$ cat config.mk
export PLATFORM = sky130hd
export DESIGN_NAME = psu_recon
export DESIGN_NICKNAME = d
export VERILOG_FILES = /design/src/hw/rtl/psu_pkg.sv /design/src/hw/rtl/psu_recon.sv
export SDC_FILE = /design/constraint.sdc
export NUM_CORES = 1
export LEC_CHECK = 0
export ABC_AREA = 1
export BUFFER_PORTS_ARGS = -buffer_cell sky130_fd_sc_hd__buf_2
export CAP_MARGIN = 30
export CORE_AREA = 4 4 195 197
export CTS_BUF_LIST = sky130_fd_sc_hd__clkbuf_8
export DETAILED_ROUTE_END_ITERATION = 6
export DIE_AREA = 0 0 199 201
export SLEW_MARGIN = 0
export SYNTH_ARGS = -nofsm -noshare
export SYNTH_HDL_FRONTEND = slang
export SYNTH_SLANG_ARGS = --single-unit
export TNS_END_PERCENT = 100
$ cat constraint.sdc
create_clock -name clk_i -period 10.26 [get_ports clk_i]
set_clock_uncertainty 0.15 [all_clocks]
set_input_delay 2.052 -clock clk_i [delete_from_list [all_inputs] [get_ports clk_i]]
set_output_delay 2.052 -clock clk_i [all_outputs]
set_load 0.05 [all_outputs]
$ cat src/hw/rtl/psu_pkg.sv
// ----------------------------------------------------------------------------
// psu_pkg
// Shared widths, codes and stage types of the PNG scanline unfilter.
// ----------------------------------------------------------------------------
`default_nettype none

package psu_pkg;

  // Line store and pixel geometry
  localparam int unsigned MaxRowBytes   = 8192;
  localparam int unsigned MaxPixelBytes = 8;
  localparam int unsigned RowAw         = $clog2(MaxRowBytes);
  localparam int unsigned LenW          = 14;
  localparam int unsigned BppW          = 4;
  localparam int unsigned SlotW         = $clog2(MaxPixelBytes);
  localparam int unsigned ByteW         = 8;

  // Configuration port
  localparam int unsigned CfgIdxW  = 2;
  localparam int unsigned CfgDataW = 14;
  localparam logic [CfgIdxW-1:0] CfgBpp      = CfgIdxW'(0);
  localparam logic [CfgIdxW-1:0] CfgRowBytes = CfgIdxW'(1);

  // Filter type codes
  localparam logic [ByteW-1:0] FiltNone  = 8'd0;
  localparam logic [ByteW-1:0] FiltSub   = 8'd1;
  localparam logic [ByteW-1:0] FiltUp    = 8'd2;
  localparam logic [ByteW-1:0] FiltAvg   = 8'd3;
  localparam logic [ByteW-1:0] FiltPaeth = 8'd4;

  // One data beat handed from row tracking to reconstruction
  typedef struct packed {
    logic             valid;
    logic [ByteW-1:0] data;
    logic [RowAw-1:0] col;
    logic [SlotW-1:0] slot;
    logic             has_left;
    logic             first_row;
    logic [ByteW-1:0] filt;
    logic             last;
    logic             bad;
  } item_t;

  // Line store write-back
  typedef struct packed {
    logic             en;
    logic [RowAw-1:0] addr;
    logic [ByteW-1:0] data;
  } wr_t;

endpackage

`default_nettype wire

$ cat src/hw/rtl/psu_recon.sv
// ----------------------------------------------------------------------------
// psu_recon
// Reconstruction stage: applies the row's predictor to each data beat, keeps
// the pixel history, writes the line store back and holds the result beat.
// ----------------------------------------------------------------------------
`default_nettype none

module psu_recon (
  input  wire logic                      clk_i,
  input  wire logic                      rst_ni,
  input  wire psu_pkg::item_t            item_i,
  input  wire logic [psu_pkg::ByteW-1:0] above_i,
  output      logic                      free_o,
  output      psu_pkg::wr_t              wr_o,
  output      logic                      out_valid_o,
  input  wire logic                      out_ready_i,
  output      logic [psu_pkg::ByteW-1:0] out_byte_o,
  output      logic                      row_end_o,
  output      logic                      bad_filter_o
);

  psu_pkg::item_t            s1_q;
  logic                      s1_valid_q, s1_valid_d;
  logic                      adv;
  logic [psu_pkg::ByteW-1:0] left_q [psu_pkg::MaxPixelBytes];
  logic [psu_pkg::ByteW-1:0] upl_q  [psu_pkg::MaxPixelBytes];
  logic [psu_pkg::ByteW-1:0] a, b, c, pred, v;
  logic [psu_pkg::ByteW:0]   avg_sum;
  logic signed [9:0]         pa, pb, pc;
  logic [9:0]                da, db, dc;
  logic                      out_valid_q, out_valid_d;
  logic [psu_pkg::ByteW-1:0] out_byte_q;
  logic                      row_end_q;
  logic                      bad_q;

  // Advance when the result register is empty or being drained
  assign adv    = s1_valid_q && (!out_valid_q || out_ready_i);
  assign free_o = !s1_valid_q || adv;

  // Neighbor bytes: left, above, above-left
  always_comb begin
    a = s1_q.has_left ? left_q[s1_q.slot] : '0;
    b = s1_q.first_row ? '0 : above_i;
    c = (!s1_q.first_row && s1_q.has_left) ? upl_q[s1_q.slot] : '0;
  end

  // Paeth distances from the estimate a + b - c
  always_comb begin
    pa = $signed({2'b00, b}) - $signed({2'b00, c});
    pb = $signed({2'b00, a}) - $signed({2'b00, c});
    pc = $signed({2'b00, a}) + $signed({2'b00, b}) - $signed({1'b0, c, 1'b0});
    da = (pa < 0) ? 10'(-pa) : 10'(pa);
    db = (pb < 0) ? 10'(-pb) : 10'(pb);
    dc = (pc < 0) ? 10'(-pc) : 10'(pc);
  end

  // Predictor select and modulo-256 add
  always_comb begin
    avg_sum = {1'b0, a} + {1'b0, b};
    case (s1_q.filt)
      psu_pkg::FiltSub:   pred = a;
      psu_pkg::FiltUp:    pred = b;
      psu_pkg::FiltAvg:   pred = avg_sum[psu_pkg::ByteW:1];
      psu_pkg::FiltPaeth: begin
        if (da <= db && da <= dc) begin
          pred = a;
        end else if (db <= dc) begin
          pred = b;
        end else begin
          pred = c;
        end
      end
      default:            pred = '0;
    endcase
    v = s1_q.data + pred;
  end

  // Stage and result valids
  always_comb begin
    s1_valid_d = s1_valid_q;
    if (item_i.valid) begin
      s1_valid_d = 1'b1;
    end else if (adv) begin
      s1_valid_d = 1'b0;
    end
    out_valid_d = out_valid_q;
    if (adv) begin
      out_valid_d = 1'b1;
    end else if (out_ready_i) begin
      out_valid_d = 1'b0;
    end
  end

  always_ff @(posedge clk_i or negedge rst_ni) begin
    if (!rst_ni) begin
      s1_valid_q  <= 1'b0;
      out_valid_q <= 1'b0;
    end else begin
      s1_valid_q  <= s1_valid_d;
      out_valid_q <= out_valid_d;
    end
  end

  // Load the stage on a data beat
  always_ff @(posedge clk_i) begin
    if (item_i.valid) begin
      s1_q <= item_i;
    end
  end

  // Pixel history, cleared at reset
  always_ff @(posedge clk_i or negedge rst_ni) begin
    if (!rst_ni) begin
      for (int i = 0; i < psu_pkg::MaxPixelBytes; i++) begin
        left_q[i] <= '0;
        upl_q[i]  <= '0;
      end
    end else if (adv) begin
      left_q[s1_q.slot] <= v;
      upl_q[s1_q.slot]  <= b;
    end
  end

  // Result beat
  always_ff @(posedge clk_i) begin
    if (adv) begin
      out_byte_q <= v;
      row_end_q  <= s1_q.last;
      bad_q      <= s1_q.bad;
    end
  end

  // Write the reconstructed byte back as the next row's above byte
  always_comb begin
    wr_o.en   = adv;
    wr_o.addr = s1_q.col;
    wr_o.data = v;
  end

  assign out_valid_o  = out_valid_q;
  assign out_byte_o   = out_byte_q;
  assign row_end_o    = row_end_q;
  assign bad_filter_o = bad_q;

endmodule

`default_nettype wire

Word-level counts from Yosys, hierarchy flattened
Cells that the tools add are included.
- add/sub/neg operators: 9
- $lt $le $gt $ge: 8
- equality and inequality tests: 4
- multiplexer cells: 23
- bitwise operators: 1
- reductions and logical operators: 11
- operator list (kind ; number):
    $bwmux 64 ; 2
    $mux 8 ; 10
    $bmux 8 s3 ; 2
    $pmux 8 s4 ; 1
    $le 10x10->1 ; 3
    $mux 10 ; 3
    $demux 8 s3 ; 1
    $neg 9->10 ; 2
    $add 8x8->9 ; 2
    $lt 9x1->1 const B ; 2
    $sub 8x8->9 ; 2
    $eq 8x2->1 const B ; 2
    $lt 10x1->1 const B ; 1
    $neg 10->10 ; 1
    $sub 9x9->10 ; 1
    $add 8x8->8 ; 1
    $eq 8x1->1 const B ; 1
    $eq 8x3->1 const B ; 1
    $ge 4x4->1 const B ; 1
    $logic_and 1x1->1 ; 4
    $lt 4x1->1 const B ; 1
    $mux 1 ; 4
    $not 3->4 ; 1
    $reduce_bool 2->1 ; 2
    2 further kinds ; 5
- bits in registers: 176
- input bits: 48
- word-level logic and storage cells: 85

Depth between registers and ports, before layout
- depth after elaboration: 15
- gate-level depth with buffers: 54
- depth with buffers taken out: 52

Worst setup path after synthesis
No wires, ideal clock.
- path kind: input port to output port
- start point: input port above_i[4] in the netlist's numbering
- end point: output port wr_o[7] in the netlist's numbering
- data arrival time: 7830 ps
- path slack: 228 ps
- stages on the path: 41
- path buffers: 1
- path through: nand2_1 inv_1 fa_1 ha_1 nand2_1 nor3_1 nand2_1 nand3_1 nand2_1 inv_1 o21ai_0 nand2_1 xor2_1 nand3_1 o21ai_0 xnor2_1 ha_1 and3_1 [5 not listed] nand2_1 buf_4 o21ai_0 a21oi_1 o21ai_0 ha_1 nand3_1 and2_1 o21ai_0 a21oi_1 or2_2 nand2_1 a21oi_1 xor2_1 inv_1 nand2_8 nand2_1 inv_1
- RTL lines (element ; RTL line ; source):
    from (decl) ; psu_recon.sv:12 ; input wire logic [psu_pkg::ByteW-1:0] above_i,
    to (decl) ; psu_recon.sv:14 ; output psu_pkg::wr_t wr_o,

==> impl_metrics.yaml <==
sta:
  whs_ns: 0.286
  worst_pin_slew_ns: 0.947
  final_max_slew_viol_count: 0
  setup_viol: 0
  fin_setup_tns_ns: 0
  period_share: 0.967
  period_minus_slack_ns: 9.92
  hold_viol: 0
  maxSlewHeadroom: 0.369
  max_freq_mhz: 101
detailed_routing:
  drtPass1Iterations: 5
  via_count: 9237
  route.met2.wl_um: 15000
  top_layer: "met4"
  wl_met1_um: 14300
  drc: 0
  dr_wl_met3_um: 1510
  wirelength_um: 31300
  drt-initial-drc-count: 624
  wl_per_cell_um: 16.4
  antenna_left: 0
  viasPerCell: 4.84
synthesis:
  synth_area_per_cell_um2: 8.49
  ys_seq_area_frac: 0.428
  synthesis.area_mm2: 0.0108
  synth_area_leader_cell: "dfrtp_1"
  synth_cell_types: 60
  synth_seq_cells: 176
  synth_enable_flop_cells: 46
  ys.flop_type: "dfrtp_1"
  post-synth-top-count-cell: "nand2_1"
  synthTopCellsByArea: "dfrtp_1, edfxtp_1, nand2_1, ha_1, o21ai_0"
  synth_top_cells_by_count: "nand2_1, inv_1, o21ai_0"
  synth_warnings: 0
  synth_top_area_frac: 0.301
  synthCells: 1275
  ys_async_sr_fraction: 0.739
cells_and_area:
  drive_above_1_share: 0.236
  fillers: 3766
  regArea_mm2: 0.00463
  area_growth_pct: 20.1
  postLayoutCellArea_mm2: 0.0130
  multi_input_area_mm2: 0.00547
  layout.nets: 1552
  antenna_cells: 0
clock_network:
  cts.sink_count: 176
  clkTransAtPathRegs_ns: 0.08
  root_buffer: "clkbuf_8"
  cts_tree: "built"
  cts_hold_buf: 0
  insertion_delay_ns: 0.47
  clock_path_buffers: 2
  numCtsBuffers: 17
  htree_levels: 4
setup_path:
  crit_arrival_ns: 7.72
  critPathKind: "primary input to output port"
  required_ns: 8.06
  r2r-start: "s1_q[12]"
  cp-startpoint: "above_i[4]"
  critPathMostFrequentCell: "nand2_1"
  start_kind: "primary input"
  cp_slowest_cell: "fa_1"
  critical-path-top-delay-family: "simple AND/OR/NAND/NOR gates"
  max_stage_delay_ns: 0.50
  worst-path-buf-inv: 9
  cp-end-kind: "output port"
  worstPathMaxFanout: 6
outcome:
  outcome: "complete, no violations"
grt:
  grt_pass1_wl_um: 49300
  grt_max_degree: 73
  grt_overflow_total: 0
  grt_pass1_vias: 9014
  grt_usage: 0.156
  antenna_found_initial: 0
floorplanning:
  initial_core_util: 0.299
  ios: 82
  die_h_um: 201
  die-width_um: 199
  dieArea_mm2: 0.0400
  rows: 70
  core_mm2: 0.0363
placement:
  gp_congestion: 0.889
  io_buffers: 81
  dpl.hpwl_um: 24000
  placed_area_mm2: 0.0121
flow_run:
  max_cap_viol_count: 0
pwr:
  leakage_nw: 6.22
  power.density_mw_per_mm2: 232
  ir_drop_mv: 0.163
min_path:
  hold_path_class: "flip-flop to flip-flop"
  worstHoldStart: "s1_q[1]"
-- stage by stage --
stage / cells / setup slack, ns / power [mW] / utilization
2_1_floorplan: 1277 / 0.228 / 2.01 / -
3_3_place_gp: 1854 / -0.108 / 2.38 / 0.334
3_5_place_dp: 1854 / -0.135 / 2.42 / 0.334
4_1_cts: 1891 / 0.00324 / 2.91 / 0.347
5_1_grt: 1907 / -0.0755 / 3.27 / 0.358
6_report: 1907 / 0.338 / 3.01 / 0.358
-- placed cells by master (no fill, tap or decap), drive strengths merged, types with 9 or more instances in the layout --
cell type	n
buf	172
a221oi	11
xor2	29
clkinvlp	9
fa	10
ha	68
inv	192
nand3	54
nor2	50
o22ai	16
a21oi	35
clkbuf	19
nand4	19
a22oi	13
dfrtp	130
edfxtp	46
o21ai	155
nand2	331
-- per-layer routing --
layer,vias up,GRT usage
li1,4494,-
met1,4444,0.219
met2,262,0.253
met3,37,0.0233
met4,0,0.0393
met5,-,0
-- logic make-up after synthesis --
group | synth area share
xor+xnor | 0.0274
compound gates | 0.147
buf+inv | 0.0934
other cells | 0.000694
simple gates | 0.206
fa+ha+maj | 0.0971
flops | 0.428
-- registers in the layout (all words and copies together) (netlist names) --
| name | flops |
|---|---|
| s1_q | 23 |
| out_valid_o | 1 |
| row_end_o | 1 |
| s1_valid_q | 1 |
| out_byte_o | 8 |
| upl_q | 64 |
| wr_o | 13 |
| left_q | 64 |
| bad_filter_o | 1 |
-- path summary, 6_finish.rpt --
check | end | slack, ns | cells past startpoint
worst max-delay path | wr_o[7] | 0.34 | 42
worst min-delay path | row_end_o | 0.29 | 0
worst max register to register | left_q[30] | 2.60 | 41
worst min register to register | row_end_o | 0.29 | 0
max in group asynchronous | upl_q[36] | 7.04 | 2
min in group asynchronous | left_q[25] | 1.51 | 1
-- repair_timing --
item                       in CTS  in global routing
buffers inserted                5                 16
resized for setup              12                 78
setup endpoints to repair       2                  5
pin swaps                       1                 31
-- layout make-up --
cell class,count,share of cell area
Clock buffer,19,0.0201
Clock inverter,13,0.00972
Inverter,196,0.0587
Multi-Input combinational cell,863,0.421
Sequential cell,176,0.357
Tap cell,468,0.0450
Timing Repair Buffer,172,0.0891
-- power breakdown --
| part | internal, mW | switching, mW | total (mW) |
|---|---|---|---|
| combinational | 0.610 | 0.951 | 1.56 |
| sequential | 0.892 | 0.0794 | 0.971 |
| clock | 0.210 | 0.268 | 0.477 |
| total | 1.71 | 1.30 | 3.01 |
(Power assumes the default switching activity.)
