`config.mk`:
```
export PLATFORM = sky130hd
export DESIGN_NAME = psu_ctrl
export DESIGN_NICKNAME = d
export VERILOG_FILES = /design/src/hw/rtl/psu_pkg.sv /design/src/hw/rtl/psu_ctrl.sv
export SDC_FILE = /design/constraint.sdc
export NUM_CORES = 1
export LEC_CHECK = 0
export BUFFER_PORTS_ARGS = -buffer_cell sky130_fd_sc_hd__clkbuf_2
export CORE_ASPECT_RATIO = 0.8
export CORE_MARGIN = 1
export CORE_UTILIZATION = 56
export CTS_CLUSTER_DIAMETER = 100
export DETAILED_ROUTE_END_ITERATION = 12
export GPL_TIMING_DRIVEN = 0
export HOLD_SLACK_MARGIN = 0.15
export PLACE_DENSITY = 0.81
export SETUP_SLACK_MARGIN = 0.2
export SLEW_MARGIN = 5
export SYNTH_ARGS = -nofsm -noshare
export SYNTH_HDL_FRONTEND = slang
export SYNTH_SLANG_ARGS = --single-unit
```
`constraint.sdc`:
```
create_clock -name clk_i -period 4.2 [get_ports clk_i]
set_clock_uncertainty 0.15 [all_clocks]
set_input_delay 0 -clock clk_i [delete_from_list [all_inputs] [get_ports clk_i]]
set_output_delay 0 -clock clk_i [all_outputs]
set_load 0.05 [all_outputs]
```
`src/hw/rtl/psu_pkg.sv`:
```
// ----------------------------------------------------------------------------
// psu_pkg
// Shared widths, codes and stage types of the PNG scanline unfilter.
// ----------------------------------------------------------------------------
`default_nettype none

package psu_pkg;

  // Line store and pixel geometry
  localparam int unsigned MaxRowBytes   = 8192;
  localparam int unsigned MaxPixelBytes = 8;
  localparam int unsigned RowAw         = $clog2(MaxRowBytes);
  localparam int unsigned LenW          = 14;
  localparam int unsigned BppW          = 4;
  localparam int unsigned SlotW         = $clog2(MaxPixelBytes);
  localparam int unsigned ByteW         = 8;

  // Configuration port
  localparam int unsigned CfgIdxW  = 2;
  localparam int unsigned CfgDataW = 14;
  localparam logic [CfgIdxW-1:0] CfgBpp      = CfgIdxW'(0);
  localparam logic [CfgIdxW-1:0] CfgRowBytes = CfgIdxW'(1);

  // Filter type codes
  localparam logic [ByteW-1:0] FiltNone  = 8'd0;
  localparam logic [ByteW-1:0] FiltSub   = 8'd1;
  localparam logic [ByteW-1:0] FiltUp    = 8'd2;
  localparam logic [ByteW-1:0] FiltAvg   = 8'd3;
  localparam logic [ByteW-1:0] FiltPaeth = 8'd4;

  // One data beat handed from row tracking to reconstruction
  typedef struct packed {
    logic             valid;
    logic [ByteW-1:0] data;
    logic [RowAw-1:0] col;
    logic [SlotW-1:0] slot;
    logic             has_left;
    logic             first_row;
    logic [ByteW-1:0] filt;
    logic             last;
    logic             bad;
  } item_t;

  // Line store write-back
  typedef struct packed {
    logic             en;
    logic [RowAw-1:0] addr;
    logic [ByteW-1:0] data;
  } wr_t;

endpackage

`default_nettype wire

```
`src/hw/rtl/psu_ctrl.sv`:
```
// ----------------------------------------------------------------------------
// psu_ctrl
// Row tracking: configuration registers, filter byte latch, column and
// pixel slot counters, and the line store read issue.
// ----------------------------------------------------------------------------
`default_nettype none

module psu_ctrl (
  input  wire logic                          clk_i,
  input  wire logic                          rst_ni,
  input  wire logic                          cfg_valid_i,
  input  wire logic [psu_pkg::CfgIdxW-1:0]   cfg_index_i,
  input  wire logic [psu_pkg::CfgDataW-1:0]  cfg_data_i,
  input  wire logic                          in_valid_i,
  input  wire logic                          in_ready_i,
  input  wire logic [psu_pkg::ByteW-1:0]     in_byte_i,
  input  wire logic                          first_of_image_i,
  output      psu_pkg::item_t                item_o,
  output      logic                          rd_en_o,
  output      logic [psu_pkg::RowAw-1:0]     rd_addr_o
);

  logic [psu_pkg::BppW-1:0]  bpp_q, bpp_d;
  logic [psu_pkg::LenW-1:0]  len_q, len_d;
  logic [psu_pkg::BppW-1:0]  bpp_eff;
  logic [psu_pkg::LenW-1:0]  len_eff;
  logic                      wait_filt_q, wait_filt_d;
  logic [psu_pkg::RowAw-1:0] col_q, col_d;
  logic [psu_pkg::ByteW-1:0] filt_q, filt_d;
  logic                      first_row_q, first_row_d;
  logic                      err_q, err_d;
  logic [psu_pkg::SlotW-1:0] cnt_q [psu_pkg::MaxPixelBytes];
  logic [psu_pkg::SlotW-1:0] cnt_d [psu_pkg::MaxPixelBytes];
  logic                      accept;
  logic                      filt_beat;
  logic                      data_beat;
  logic                      last;
  logic [psu_pkg::BppW-1:0]  bpp_m1;

  // Configuration writes
  always_comb begin
    bpp_d = bpp_q;
    len_d = len_q;
    if (cfg_valid_i) begin
      case (cfg_index_i)
        psu_pkg::CfgBpp:      bpp_d = cfg_data_i[psu_pkg::BppW-1:0];
        psu_pkg::CfgRowBytes: len_d = cfg_data_i[psu_pkg::LenW-1:0];
        default: ;
      endcase
    end
  end

  // Clamp registers to the supported range
  always_comb begin
    bpp_eff = bpp_q;
    if (bpp_q == '0) begin
      bpp_eff = psu_pkg::BppW'(1);
    end else if (bpp_q > psu_pkg::BppW'(psu_pkg::MaxPixelBytes)) begin
      bpp_eff = psu_pkg::BppW'(psu_pkg::MaxPixelBytes);
    end
    len_eff = len_q;
    if (len_q == '0) begin
      len_eff = psu_pkg::LenW'(1);
    end else if (len_q > psu_pkg::LenW'(psu_pkg::MaxRowBytes)) begin
      len_eff = psu_pkg::LenW'(psu_pkg::MaxRowBytes);
    end
  end

  assign accept    = in_valid_i && in_ready_i;
  assign filt_beat = accept && (first_of_image_i || wait_filt_q);
  assign data_beat = accept && !(first_of_image_i || wait_filt_q);
  assign last      = ({1'b0, col_q} + psu_pkg::LenW'(1)) >= len_eff;
  assign bpp_m1    = bpp_eff - psu_pkg::BppW'(1);

  // Row state: latch filter type, advance column, close the row
  always_comb begin
    wait_filt_d = wait_filt_q;
    col_d       = col_q;
    filt_d      = filt_q;
    first_row_d = first_row_q;
    err_d       = err_q;
    if (filt_beat) begin
      wait_filt_d = 1'b0;
      col_d       = '0;
      filt_d      = in_byte_i;
      first_row_d = first_of_image_i ? 1'b1 : first_row_q;
      err_d       = (first_of_image_i ? 1'b0 : err_q) || (in_byte_i > psu_pkg::FiltPaeth);
    end else if (data_beat) begin
      if (last) begin
        wait_filt_d = 1'b1;
        first_row_d = 1'b0;
      end else begin
        col_d = col_q + psu_pkg::RowAw'(1);
      end
    end
  end

  // One wrapping counter per possible pixel size gives column mod size
  always_comb begin
    for (int i = 0; i < psu_pkg::MaxPixelBytes; i++) begin
      cnt_d[i] = cnt_q[i];
      if (filt_beat) begin
        cnt_d[i] = '0;
      end else if (data_beat) begin
        cnt_d[i] = (cnt_q[i] == psu_pkg::SlotW'(i)) ? '0 : cnt_q[i] + psu_pkg::SlotW'(1);
      end
    end
  end

  always_ff @(posedge clk_i or negedge rst_ni) begin
    if (!rst_ni) begin
      bpp_q       <= psu_pkg::BppW'(1);
      len_q       <= psu_pkg::LenW'(1);
      wait_filt_q <= 1'b1;
      col_q       <= '0;
      filt_q      <= '0;
      first_row_q <= 1'b1;
      err_q       <= 1'b0;
      for (int i = 0; i < psu_pkg::MaxPixelBytes; i++) begin
        cnt_q[i] <= '0;
      end
    end else begin
      bpp_q       <= bpp_d;
      len_q       <= len_d;
      wait_filt_q <= wait_filt_d;
      col_q       <= col_d;
      filt_q      <= filt_d;
      first_row_q <= first_row_d;
      err_q       <= err_d;
      for (int i = 0; i < psu_pkg::MaxPixelBytes; i++) begin
        cnt_q[i] <= cnt_d[i];
      end
    end
  end

  // Hand the data beat on and read the byte above it
  always_comb begin
    item_o.valid     = data_beat;
    item_o.data      = in_byte_i;
    item_o.col       = col_q;
    item_o.slot      = cnt_q[bpp_m1[psu_pkg::SlotW-1:0]];
    item_o.has_left  = {1'b0, col_q} >= psu_pkg::LenW'(bpp_eff);
    item_o.first_row = first_row_q;
    item_o.filt      = filt_q;
    item_o.last      = last;
    item_o.bad       = err_q;
  end

  assign rd_en_o   = data_beat;
  assign rd_addr_o = col_q;

endmodule

`default_nettype wire

```
Word level (Yosys, flattened, before mapping)
Index checks and enable logic that the tools add are counted.
{ "word_totals": {"regBits": 66, "latchBits": 0, "ram_bits": 0, "rom_bits": 0, "input_bits": 30, "output_inout_bits": 51, "word_cells": 102, "n_memories": 0} }
{ "classes": {"addsub": 11, "multipliers": 0, "div_mod_pow": 0, "order_cmp": 6, "eq_ne": 10, "shift": 0, "n_mux": 42, "bitwise_logic": 1, "reduce_logical": 17} }
{ "ops": {"columns": ["cell", "n"], "rows": [
  ["$mux W3", 26],
  ["$mux W13", 3],
  ["$mux W14", 2],
  ["$add A3 B1 Y3 const B", 8],
  ["$add A13 B1 Y14 const B", 1],
  ["$ge A14 B14 Y1", 1],
  ["$gt A14 B14 Y1 const B", 1],
  ["$logic_not A14 Y1", 1],
  ["$add A13 B1 Y13 const B", 1],
  ["$ge A13 B4 Y1", 1],
  ["$eq A3 B3 Y1 const B", 4],
  ["$bmux W3 S3", 1],
  ["$gt A8 B3 Y1 const B", 1],
  ["$mux W1", 8],
  ["$mux W4", 2],
  ["$reduce_and A2 Y1", 4],
  ["$eq A3 B2 Y1 const B", 2],
  ["$ge A4 B4 Y1 const B", 1],
  ["$gt A4 B4 Y1 const B", 1],
  ["$logic_not A4 Y1", 1],
  ["$ne A2 B2 Y1 const B", 2],
  ["$not A3 Y4", 1],
  ["$reduce_bool A2 Y1", 2],
  ["$eq A3 B1 Y1 const B", 1],
  ["8 further kinds", 11]
]} }

Depth between registers and ports, before layout
Gate-level depths: netlist (run 1).
{ "depth": {"depth_word": 8, "mapped_depth": 13, "mapped_depth_nobuf": 12} }

Worst setup path before layout (run 1)
No wires, ideal clock.
{ "synth_timing": {"kind": "register to register", "from": "reg col_q, in the netlist rd_addr_o[0]", "to": "reg col_q, in the netlist rd_addr_o[4]", "setup_ns": 0.126, "t_arrival_ns": 3.240, "required_ns": 3.924, "setup_slack_ns": 0.684, "path_stages_with_launch": 14, "n_path_buf": 1, "synth_period_minus_slack_ns": 3.516, "cell_sequence": "dfrtp_1 ha_1 and3_1 nand3_1 or2_2 xnor2_1 ha_1 nand4_1 nor2_1 a211oi_4 inv_4 buf_6 and3_1 a221o_1"} }
{ "synth_via": {"elab_chain_cells": 4, "word_cells_on_any_way": 8, "classes_between": "2 x add/sub; 1 x order compare; 1 x eq/ne; 3 x mux; 1 x reduce/logical"} }
{ "synth_lines": {"columns": ["element", "line", "rtl"], "rows": [
  ["from (decl)", "psu_ctrl.sv:28", "logic [psu_pkg::RowAw-1:0] col_q, col_d;"],
  ["from (signal assigned)", "psu_ctrl.sv:126", "col_q <= col_d;"],
  ["$add A13 B1 Y14", "psu_ctrl.sv:72", "assign last = ({1'b0, col_q} + psu_pkg::LenW'(1)) >= len_eff;"],
  ["$ge A14 B14 Y1", "psu_ctrl.sv:72", null],
  ["via last", "psu_ctrl.sv:37", "logic last;"],
  ["$ne A2 B2 Y1 (no line)", null, null],
  ["$reduce_and A2 Y1 (no line)", null, null]
]} }
The timed path passes the listed nets, and every way through them passes these cells. The select of a mux whose other input is x is not followed.
A chain may end at the register's enable or synchronous reset.

Worst setup path in the final report (run 1)
{ "layout_timing": {"from": "reg col_q, in the netlist rd_addr_o[0]", "to": "out item_o[1] (netlist name)"} }
{ "layout_via": {"elab_chain_cells": 2} }
{ "layout_lines": {"columns": ["element", "line", "rtl"], "rows": [
  ["$add A13 B1 Y14", "psu_ctrl.sv:72", null],
  ["$ge A14 B14 Y1", "psu_ctrl.sv:72", null],
  ["to (decl)", "psu_ctrl.sv:18", "output psu_pkg::item_t item_o,"]
]} }
Every way passes these cells.

==> results of run 1 <==
cell usage after synthesis (3+ instances only):
| cell | number |
|---|---|
| dfrtp_1 | 62 |
| nand2_1 | 58 |
| o21ai_0 | 34 |
| mux2_2 | 29 |
| ha_1 | 27 |
| buf_4 | 25 |
| nand3_1 | 17 |
| inv_1 | 14 |
| nor2_1 | 13 |
| a21oi_1 | 11 |
| clkbuf_1 | 11 |
| xnor2_1 | 7 |
| mux4_2 | 6 |
| nand4_1 | 6 |
| a22o_1 | 5 |
| and2_1 | 5 |
| and3_1 | 5 |
| nor4_1 | 5 |
| xor2_1 | 5 |
| a22oi_1 | 4 |
| dfstp_2 | 4 |
| nor3_1 | 4 |
| or4_1 | 4 |
| a21oi_2 | 3 |
critical path, delay by kind of cell, from the launching register on:
| family | cells | cell delay, ns |
|---|---|---|
| buffers and inverters | 4 | 0.57 |
| AND/OR/NAND/NOR | 5 | 0.97 |
| adder cells (fa/ha/maj) | 2 | 0.60 |
| flip-flops | 1 | 0.54 |
| XOR/XNOR | 1 | 0.15 |
| AO/OA/AOI/OAI | 1 | 0.34 |
through the flow:
stage	cell area, µm²	setup slack [ns]
after floorplan	4010	0.684
after global placement	4510	0.639
after detailed placement	4540	0.577
after CTS	5110	0.359
after global routing	5130	0.324
final	5130	0.513
per-layer routing:
layer,vias to the layer above,track usage (%),routed length (µm)
met5,-,0,0
met4,0,8.97,178
met3,18,9.90,732
met2,134,46.2,4770
met1,1712,39.3,4460
li1,1663,-,-
area by class of cell:
| cell class | count | area [µm²] | share of cell area (%) |
|---|---|---|---|
| clock inverter | 3 | 21.3 | 0.415 |
| sequential | 66 | 1660 | 32.3 |
| tap | 87 | 109 | 2.12 |
| inverter | 15 | 58.8 | 1.15 |
| multi-input combinational | 279 | 2030 | 39.6 |
| timing repair buffer | 121 | 826 | 16.1 |
| buffer | 40 | 258 | 5.02 |
| clock buffer | 13 | 169 | 3.29 |
cell families (layout without fill, tap and decap cells):
logic type,count (synthesis),in the layout,synth area share (%)
AND/OR/NAND/NOR,134,134,16.7
flip-flops,66,66,41.4
adder cells (fa/ha/maj),27,27,8.43
AO/OA/AOI/OAI,70,70,11.2
XOR/XNOR,12,12,2.62
buffers and inverters,55,192,7.90
multiplexers,36,36,11.8
final timing paths:
check	from	to	slack [ns]
worst max register to register	rd_addr_o[0]$_DFFE_PN0P_	rd_addr_o[0]$_DFFE_PN0P_	0.68
min in group asynchronous	rst_ni	cnt_q[10]$_DFFE_PN0P_	0.56
max in group asynchronous	rst_ni	rd_addr_o[5]$_DFFE_PN0P_	2.40
worst max-delay path	rd_addr_o[0]$_DFFE_PN0P_	item_o[1]	0.51
worst min-delay path	cfg_data_i[13]	len_q[13]$_DFFE_PN0P_	0.27
worst min register to register	first_row_q$_DFFE_PN1P_	first_row_q$_DFFE_PN1P_	0.35
where the power goes:
part	total, mW	internal, mW	switching [mW]
clock network	0.520	0.264	0.256
logic	1.40	0.520	0.879
registers	0.947	0.777	0.171
total	2.87	1.56	1.31
flip-flops by register name, indices dropped and copies added, names as in the netlist:
name	flops
cnt_q	24
len_q	14
rd_addr_o	13
filt_q	8
bpp_q	4
err_q	1
first_row_q	1
wait_filt_q	1
what timing repair did:
| item | in CTS | in global routing |
|---|---|---|
| setup buffers | 0 | 2 |
| endpoints found under the hold margin | 106 | 0 |
| endpoints found under the setup margin | 0 | 1 |
| hold buffers | 38 | 0 |
==> flow_summary.yaml, run 1 <==
outcome:
  outcome: "complete, no violations"
finish:
  diodes: 0
  area_delta_synth_final_pct: 28.1
  fillCellCount: 511
  drive_gt1_share_pct: 33.1
  layout_commonest_cell: "clkbuf_2"
  final_util_pct: 74.4
  final_cell_mix: "clkbuf_2 (80), dfrtp_1 (62), nand2_1 (58)"
  final_cell_count_no_fill: 624
  nets: 589
route:
  dr.pass1.iters: 4
  vias: 3527
  routedWlPerCell_um: 16.3
  wirelength_mm: 10.1
  drc: 0
  drtAntennaViolNets: 0
  viasPerCell: 5.65
  first_iter_violations: 218
critical_path:
  crit_type: "flip-flop to output port"
  end_kind: "output port"
  cp_cell_sequence: "ha_1, and3_1, nand3_1, or2_2, xnor2_1, ha_1, nand4_1, nor2_1, a211oi_4, inv_4, buf_6, buf_4, clkbuf_2"
  cp.arrival_ns: 3.54
  slowest_stage: "dfrtp_1"
  slowest_delay_ns: 0.54
  critPathRequiredTime_ns: 4.05
  path_common_cell: "ha_1"
  crit_fanout: 10
  rr_worst_depth: 12
  critPathLaunchType: "flip-flop"
die:
  die_w_um: 96.6
  die-area_mm2: 0.00750
  io_pins: 81
  die_y_um: 77.6
  row_count: 27
  core_area_mm2: 0.00689
  start_util_pct: 58.1
logic_synthesis:
  syn_area_mm2: 0.00401
  synth_edf_count: 0
  seq_area_frac_synth_pct: 41.4
  synthArstFlopShare_pct: 100
  synth_seq_cells: 66
  synth.avg_cell_area_um2: 10.0
  ys_top_cells_by_area: "dfrtp_1 (39%), ha_1 (8.4%), mux2_2 (8.2%)"
  ys_types: 53
  synthesis.nets: 457
  synth-main-ff-cell: "dfrtp_1"
  yosysTopAreaCell: "dfrtp_1"
  syn_inst: 400
  yosysWarnings: 0
  synth_top_area_share_pct: 38.7
power_and_ir_drop:
  p_total_mw: 2.87
  cellLeakagePower_nw: 2.48
  powerDensity_mw_per_mm2: 559
  ir_worst_vdd_v: 0.000430
sta:
  relSlewSlack_pct: 58.5
  finalMaxSlewViolations: 0
  hold_violations: 0
  rsz0062_at_grt: "false"
  post-route-min-period_ns: 3.69
  tightest_slew_ns: 0.623
  finalSetupTns_ns: 0
  fin_crit_sh_pct: 87.8
  setup_violations: 0
  timing.hold.ws_ns: 0.268
  fmax_mhz: 271
clocking:
  cts_made_buffers: 9
  cts-root-buf: "clkbuf_8"
  post_cts_resized: 0
  clk_pin_slew_ns: 0.07
  clockBufferDepth: 2
  htree_levels: 3
  clk_latency_ns: 0.36
  cts_tree: "built"
  clock-sinks: 66
place:
  gp_congestion: 0.866
  dp_hpwl_mm: 6.80
  dpl.cell_count: 568
  portBuffers: 80
min_path:
  hp-class: "primary input to flip-flop"
  min_path_cells: 3
grt:
  grt_usage_pct: 29.7
  grt_pass1_vias: 3403
  grt_max_degree: 55
  grt_first_pass_wirelength_mm: 16.4
  grt_overflow_total: 0
  antenna_found_initial: 0
job:
  cap_violations: 0
No activity file was read; power rests on OpenSTA's default activity.
==> run 2, diff against run 1 <==
--- a/config.mk
+++ b/config.mk
@@ -11,6 +11,7 @@
 export CORE_UTILIZATION = 56
 export CTS_CLUSTER_DIAMETER = 100
 export DETAILED_ROUTE_END_ITERATION = 12
+export GPL_ROUTABILITY_DRIVEN = 0
 export GPL_TIMING_DRIVEN = 0
 export HOLD_SLACK_MARGIN = 0.15
 export PLACE_DENSITY = 0.81
==> constraint.sdc (replaced) <==
create_clock -name clk_i -period 3.5 [get_ports clk_i]
set_clock_uncertainty 0.15 [all_clocks]
set_input_delay 0 -clock clk_i [delete_from_list [all_inputs] [get_ports clk_i]]
set_output_delay 0 -clock clk_i [all_outputs]
set_load 0.05 [all_outputs]
==> run 2 against run 1 <==
  * First-iteration DRC count increased by 24%
  * Sequential share of layout area is 1.1 points lower
  * Design area rose by 4.2%
  * Die area unchanged
  * Critical path type unchanged
  * Critical endpoint unchanged
  * Largest power group unchanged
  * Highest routed layer unchanged
==> flow_summary.yaml, run 2 (synthesized netlist as in run 1, its figures left out) <==
clocking:
  clock-sinks: 66
  cts-root-buf: "clkbuf_8"
  cts_made_buffers: 9
  cts_tree: "built"
  clk_latency_ns: 0.35
  clockBufferDepth: 2
  htree_levels: 3
  clk_pin_slew_ns: 0.07
route:
  vias: 3695
  wirelength_mm: 10.9
  drtAntennaViolNets: 0
  viasPerCell: 5.78
  routedWlPerCell_um: 17.0
  first_iter_violations: 270
  drc: 0
  dr.pass1.iters: 5
die:
  start_util_pct: 58.1
  io_pins: 81
  die_w_um: 96.6
  die-area_mm2: 0.00750
  core_area_mm2: 0.00689
  row_count: 27
  die_y_um: 77.6
job:
  cap_violations: 0
finish:
  top_register: "cnt_q"
  drive_gt1_share_pct: 38.2
  nets: 604
  layout_commonest_cell: "clkbuf_2"
  final_cell_mix: "clkbuf_2 (79), nand2_1 (58), dfrtp_1 (55)"
  stdcell_area_mm2: 0.00534
  area_delta_synth_final_pct: 33.4
  ff_latch_area_mm2: 0.00167
  fillCellCount: 465
  multi_input_area_mm2: 0.00209
  diodes: 0
  largest_reg_flops: 24
sta:
  tightest_slew_ns: 0.610
  setup_violations: 0
  timing.hold.ws_ns: 0.270
  fmax_mhz: 307
  relSlewSlack_pct: 59.3
  post-route-min-period_ns: 3.25
  hold_violations: 0
  fin_crit_sh_pct: 93.0
  rsz0062_at_grt: "false"
  finalMaxSlewViolations: 0
  finalSetupTns_ns: 0
critical_path:
  critPathLaunchType: "flip-flop"
  cp.arrival_ns: 3.10
  end_kind: "output port"
  crit_fanout: 10
  critPathRequiredTime_ns: 3.35
  crit_type: "flip-flop to output port"
grt:
  antenna_found_initial: 0
  grt_max_degree: 42
  grt_first_pass_wirelength_mm: 17.1
  grt_usage_pct: 30.3
  grt_pass1_vias: 3600
  grt_overflow_total: 0
min_path:
  hp-class: "primary input to flip-flop"
power_and_ir_drop:
  powerDensity_mw_per_mm2: 688
  ir_worst_vdd_v: 0.000451
  p_total_mw: 3.67
  cellLeakagePower_nw: 2.57
place:
  dp_hpwl_mm: 7.05
  place_area_mm2: 0.00456
  portBuffers: 80
outcome:
  outcome: "complete, no violations"
==> run 2: changes by cell type in the layout (fill, tap and decap cells not counted), sizes merged <==
cell and delta:
buf +20, inv -1, dlygate4sd3 -3, clkbuf -3, bufinv +2
==> run 2: power breakdown <==
group          leakage [nW]  internal (mW)  switching, mW
registers             0.816          0.938          0.173
clock network         0.107          0.423          0.310
logic                  1.65          0.700           1.13
total                  2.57           2.06           1.61
==> run 2: timing repair <==
| action | CTS | global route |
|---|---|---|
| hold buffers | 36 | 0 |
| resized for setup | 4 | 13 |
| pin swaps | 2 | 3 |
| endpoints found under the hold margin | 103 | 0 |
| buffers inserted | 6 | 13 |
| setup endpoints to repair | 13 | 7 |
==> run 2: layout make-up <==
class | count | share of cell area, %
multi-input combinational | 279 | 39.1
clock inverter | 4 | 1.43
clock buffer | 12 | 2.72
timing repair buffer | 136 | 17.6
tap | 87 | 2.04
inverter | 15 | 1.10
buffer | 40 | 4.85
sequential | 66 | 31.2
==> run 2: through the flow <==
step | util (%) | setup slack [ns] | cells
floorplan | - | 0.224 | 400
global placement | 65.8 | 0.0371 | 567
detailed placement | 66.1 | 0.00489 | 568
CTS | 75.5 | 0.207 | 626
global route | 77.5 | 0.166 | 639
finish | 77.5 | 0.245 | 639
==> run 2: layer usage <==
| metal | vias to the layer above | part of all wire [%] | wire length [µm] | GRT usage [%] |
|---|---|---|---|---|
| li1 | 1694 | - | - | - |
| met1 | 1806 | 43 | 4670 | 38.4 |
| met2 | 167 | 49 | 5310 | 49.5 |
| met3 | 28 | 6.2 | 672 | 7.45 |
| met4 | 0 | 2.2 | 240 | 11.5 |
| met5 | - | 0 | 0 | 0 |
==> run 2: path summary, 6_finish.rpt <==
| check | from | end | slack, ns | cells past startpoint |
|---|---|---|---|---|
| hold / removal | cfg_data_i[9] | len_q[9]$_DFFE_PN0P_ | 0.27 | 3 |
| min in group asynchronous | rst_ni | cnt_q[11]$_DFFE_PN0P_ | 0.57 | 4 |
| hold reg to reg | first_row_q$_DFFE_PN1P_ | first_row_q$_DFFE_PN1P_ | 0.34 | 2 |
| setup / recovery | rd_addr_o[6]$_DFFE_PN0P_ | item_o[1] | 0.25 | 13 |
| max in group asynchronous | rst_ni | wait_filt_q$_DFFE_PN1P_ | 2.33 | 4 |
| setup reg to reg | rd_addr_o[6]$_DFFE_PN0P_ | rd_addr_o[0]$_DFFE_PN0P_ | 0.31 | 12 |
==> run 2: critical path, stage by stage (launching register included) <==
cell and delay, ns:
dfrtp_2 0.43, and3_2 0.23, and3_1 0.20, nand3_4 0.12, nor2_2 0.18, xor2_1 0.21, ha_1 0.27, nand4_1 0.13
nor2_1 0.10, a211oi_4 0.34, inv_4 0.08, buf_6 0.16, buf_4 0.13, buf_4 0.18
==> run 3, diff against run 2 <==
--- a/config.mk
+++ b/config.mk
@@ -6,7 +6,7 @@
 export NUM_CORES = 1
 export LEC_CHECK = 0
 export BUFFER_PORTS_ARGS = -buffer_cell sky130_fd_sc_hd__clkbuf_2
-export CORE_ASPECT_RATIO = 0.8
+export CORE_ASPECT_RATIO = 0.9
 export CORE_MARGIN = 1
 export CORE_UTILIZATION = 56
 export CTS_CLUSTER_DIAMETER = 100
==> run 3 against run 2 <==
  * Die area about the same
  * Core utilization up 1.1 points
  * Wire length rose by 0.92%
  * Final cell count is the same
  * Sequential power about the same
  * Critical path depth down 1
  * Critical endpoint unchanged
  * Non-clock buffer count fell by 3
  * First-iteration DRC count down 7.8%
  * Clock-buffer cell count rose by 2
  * Sequential share of layout area up 0.30 points
  * Hold slack better by 0.0035 ns
  * Combinational power about the same
==> flow_summary.yaml, run 3 (synthesized netlist as in run 1, its figures left out) <==
outcome:
  outcome: "complete, no violations"
sta:
  rsz0062_at_grt: "false"
  fmax_mhz: 306
  finalMaxSlewViolations: 0
  finalSetupTns_ns: 0
  post-route-min-period_ns: 3.27
  setup_violations: 0
  relSlewSlack_pct: 62.0
  tightest_slew_ns: 0.570
  hold_violations: 0
  fin_crit_sh_pct: 93.5
  timing.hold.ws_ns: 0.274
die:
  die_y_um: 82.2
  core_area_mm2: 0.00673
  io_pins: 81
  start_util_pct: 59.5
  die-area_mm2: 0.00749
  die_w_um: 91.1
  row_count: 28
clocking:
  cts_tree: "built"
  clockBufferDepth: 2
  cts-root-buf: "clkbuf_8"
  htree_levels: 3
  clk_latency_ns: 0.35
  clock-sinks: 66
  clk_pin_slew_ns: 0.07
  cts_made_buffers: 9
power_and_ir_drop:
  p_total_mw: 3.55
  powerDensity_mw_per_mm2: 670
  ir_worst_vdd_v: 0.000376
  cellLeakagePower_nw: 2.54
critical_path:
  end_kind: "output port"
  critPathRequiredTime_ns: 3.35
  cp_cell_sequence: "and4_4, nand4_1, nor2_4, and3_1, ha_1, a21oi_2, o21ai_2, a211oi_4, inv_4, buf_6, buf_4, clkbuf_4"
  crit_type: "flip-flop to output port"
  cp.arrival_ns: 3.12
  slowest_delay_ns: 0.41
  slowest_stage: "dfrtp_2"
  critPathLaunchType: "flip-flop"
  crit_fanout: 10
grt:
  grt_max_degree: 56
  grt_util_met3_pct: 5.86
  antenna_found_initial: 0
  use_met2_pct: 52.2
  grt_first_pass_wirelength_mm: 16.7
  use_met1_pct: 34.5
  grt_overflow_total: 0
  grt_pass1_vias: 3529
  top_usage_layer: "met2"
  grt_usage_pct: 29.1
finish:
  final_cell_mix: "clkbuf_2 (79), nand2_1 (58), dfrtp_1 (55)"
  ff_latch_area_mm2: 0.00167
  diodes: 0
  largest_reg_flops: 24
  layout_commonest_cell: "clkbuf_2"
  drive_gt1_share_pct: 38.3
  final_util_pct: 78.7
  fillCellCount: 437
  top_register: "cnt_q"
  area_delta_synth_final_pct: 32.1
  multi_input_area_mm2: 0.00211
  nets: 601
route:
  drc: 0
  wirelength_mm: 11.0
  viasPerCell: 5.67
  vias: 3625
  first_iter_violations: 249
  drtAntennaViolNets: 0
  dr.pass1.iters: 5
  routedWlPerCell_um: 17.2
place:
  dp_hpwl_mm: 6.72
  portBuffers: 80
min_path:
  hp-class: "primary input to flip-flop"
job:
  cap_violations: 0
[run 3: cell count changes in the layout (fill, tap and decap cells not counted), moves of 2 or more]
cell and change:
a21oi_1 -2, a21oi_2 +2, buf_12 -2, buf_4 -4, bufinv_16 -2, nand3_2 +2
nand3_4 -2
[run 3: area by class of cell]
class / instances / share of cell area [%]
timing repair buffer: 133 / 17.3
inverter: 15 / 1.11
tap: 90 / 2.13
buffer: 40 / 4.89
sequential: 66 / 31.5
clock buffer: 14 / 3.07
multi-input combinational: 279 / 39.8
clock inverter: 2 / 0.236
[run 3: where the power goes]
| group | internal (mW) | switching [mW] |
|---|---|---|
| logic | 0.694 | 1.15 |
| registers | 0.939 | 0.179 |
| clock network | 0.296 | 0.293 |
| total | 1.93 | 1.62 |
[run 3: per-stage QoR]
step | worst slack (ns) | instances | instance area, µm²
2_1_floorplan | 0.224 | 400 | 4030
3_3_place_gp | 0.0255 | 570 | 4540
3_5_place_dp | -0.00691 | 571 | 4570
4_1_cts | 0.203 | 630 | 5170
5_1_grt | 0.148 | 639 | 5290
6_report | 0.228 | 639 | 5290
[run 3: worst max-delay path, delay by kind of cell, from the launching register on]
| family | cells | cell delay (ns) |
|---|---|---|
| compound gates | 3 | 0.61 |
| fa+ha+maj | 1 | 0.29 |
| buf+inv | 4 | 0.57 |
| flops | 1 | 0.41 |
| simple gates | 4 | 0.89 |
[run 3: worst paths after layout]
kind | startpoint | to | slack, ns | cells past startpoint
hold reg to reg | wait_filt_q$_DFFE_PN1P_ | wait_filt_q$_DFFE_PN1P_ | 0.35 | 2
setup reg to reg | rd_addr_o[0]$_DFFE_PN0P_ | rd_addr_o[0]$_DFFE_PN0P_ | 0.29 | 12
max in group asynchronous | rst_ni | cnt_q[0]$_DFFE_PN0P_ | 1.74 | 4
hold / removal | cfg_data_i[4] | len_q[4]$_DFFE_PN0P_ | 0.27 | 3
min in group asynchronous | rst_ni | cnt_q[14]$_DFFE_PN0P_ | 0.59 | 4
setup / recovery | rd_addr_o[0]$_DFFE_PN0P_ | item_o[1] | 0.23 | 12
[run 3: repair_timing]
item,4_1_cts,5_1_grt
pin swaps,2,3
hold endpoints to repair,105,0
resized for setup,4,17
buffers inserted,7,9
endpoints found under the setup margin,12,9
hold buffers,36,0
[run 3: layer usage]
layer	vias up	routed length (µm)
met1	1774	4350
li1	1685	-
met3	20	611
met5	-	0
met4	0	222
met2	146	5810
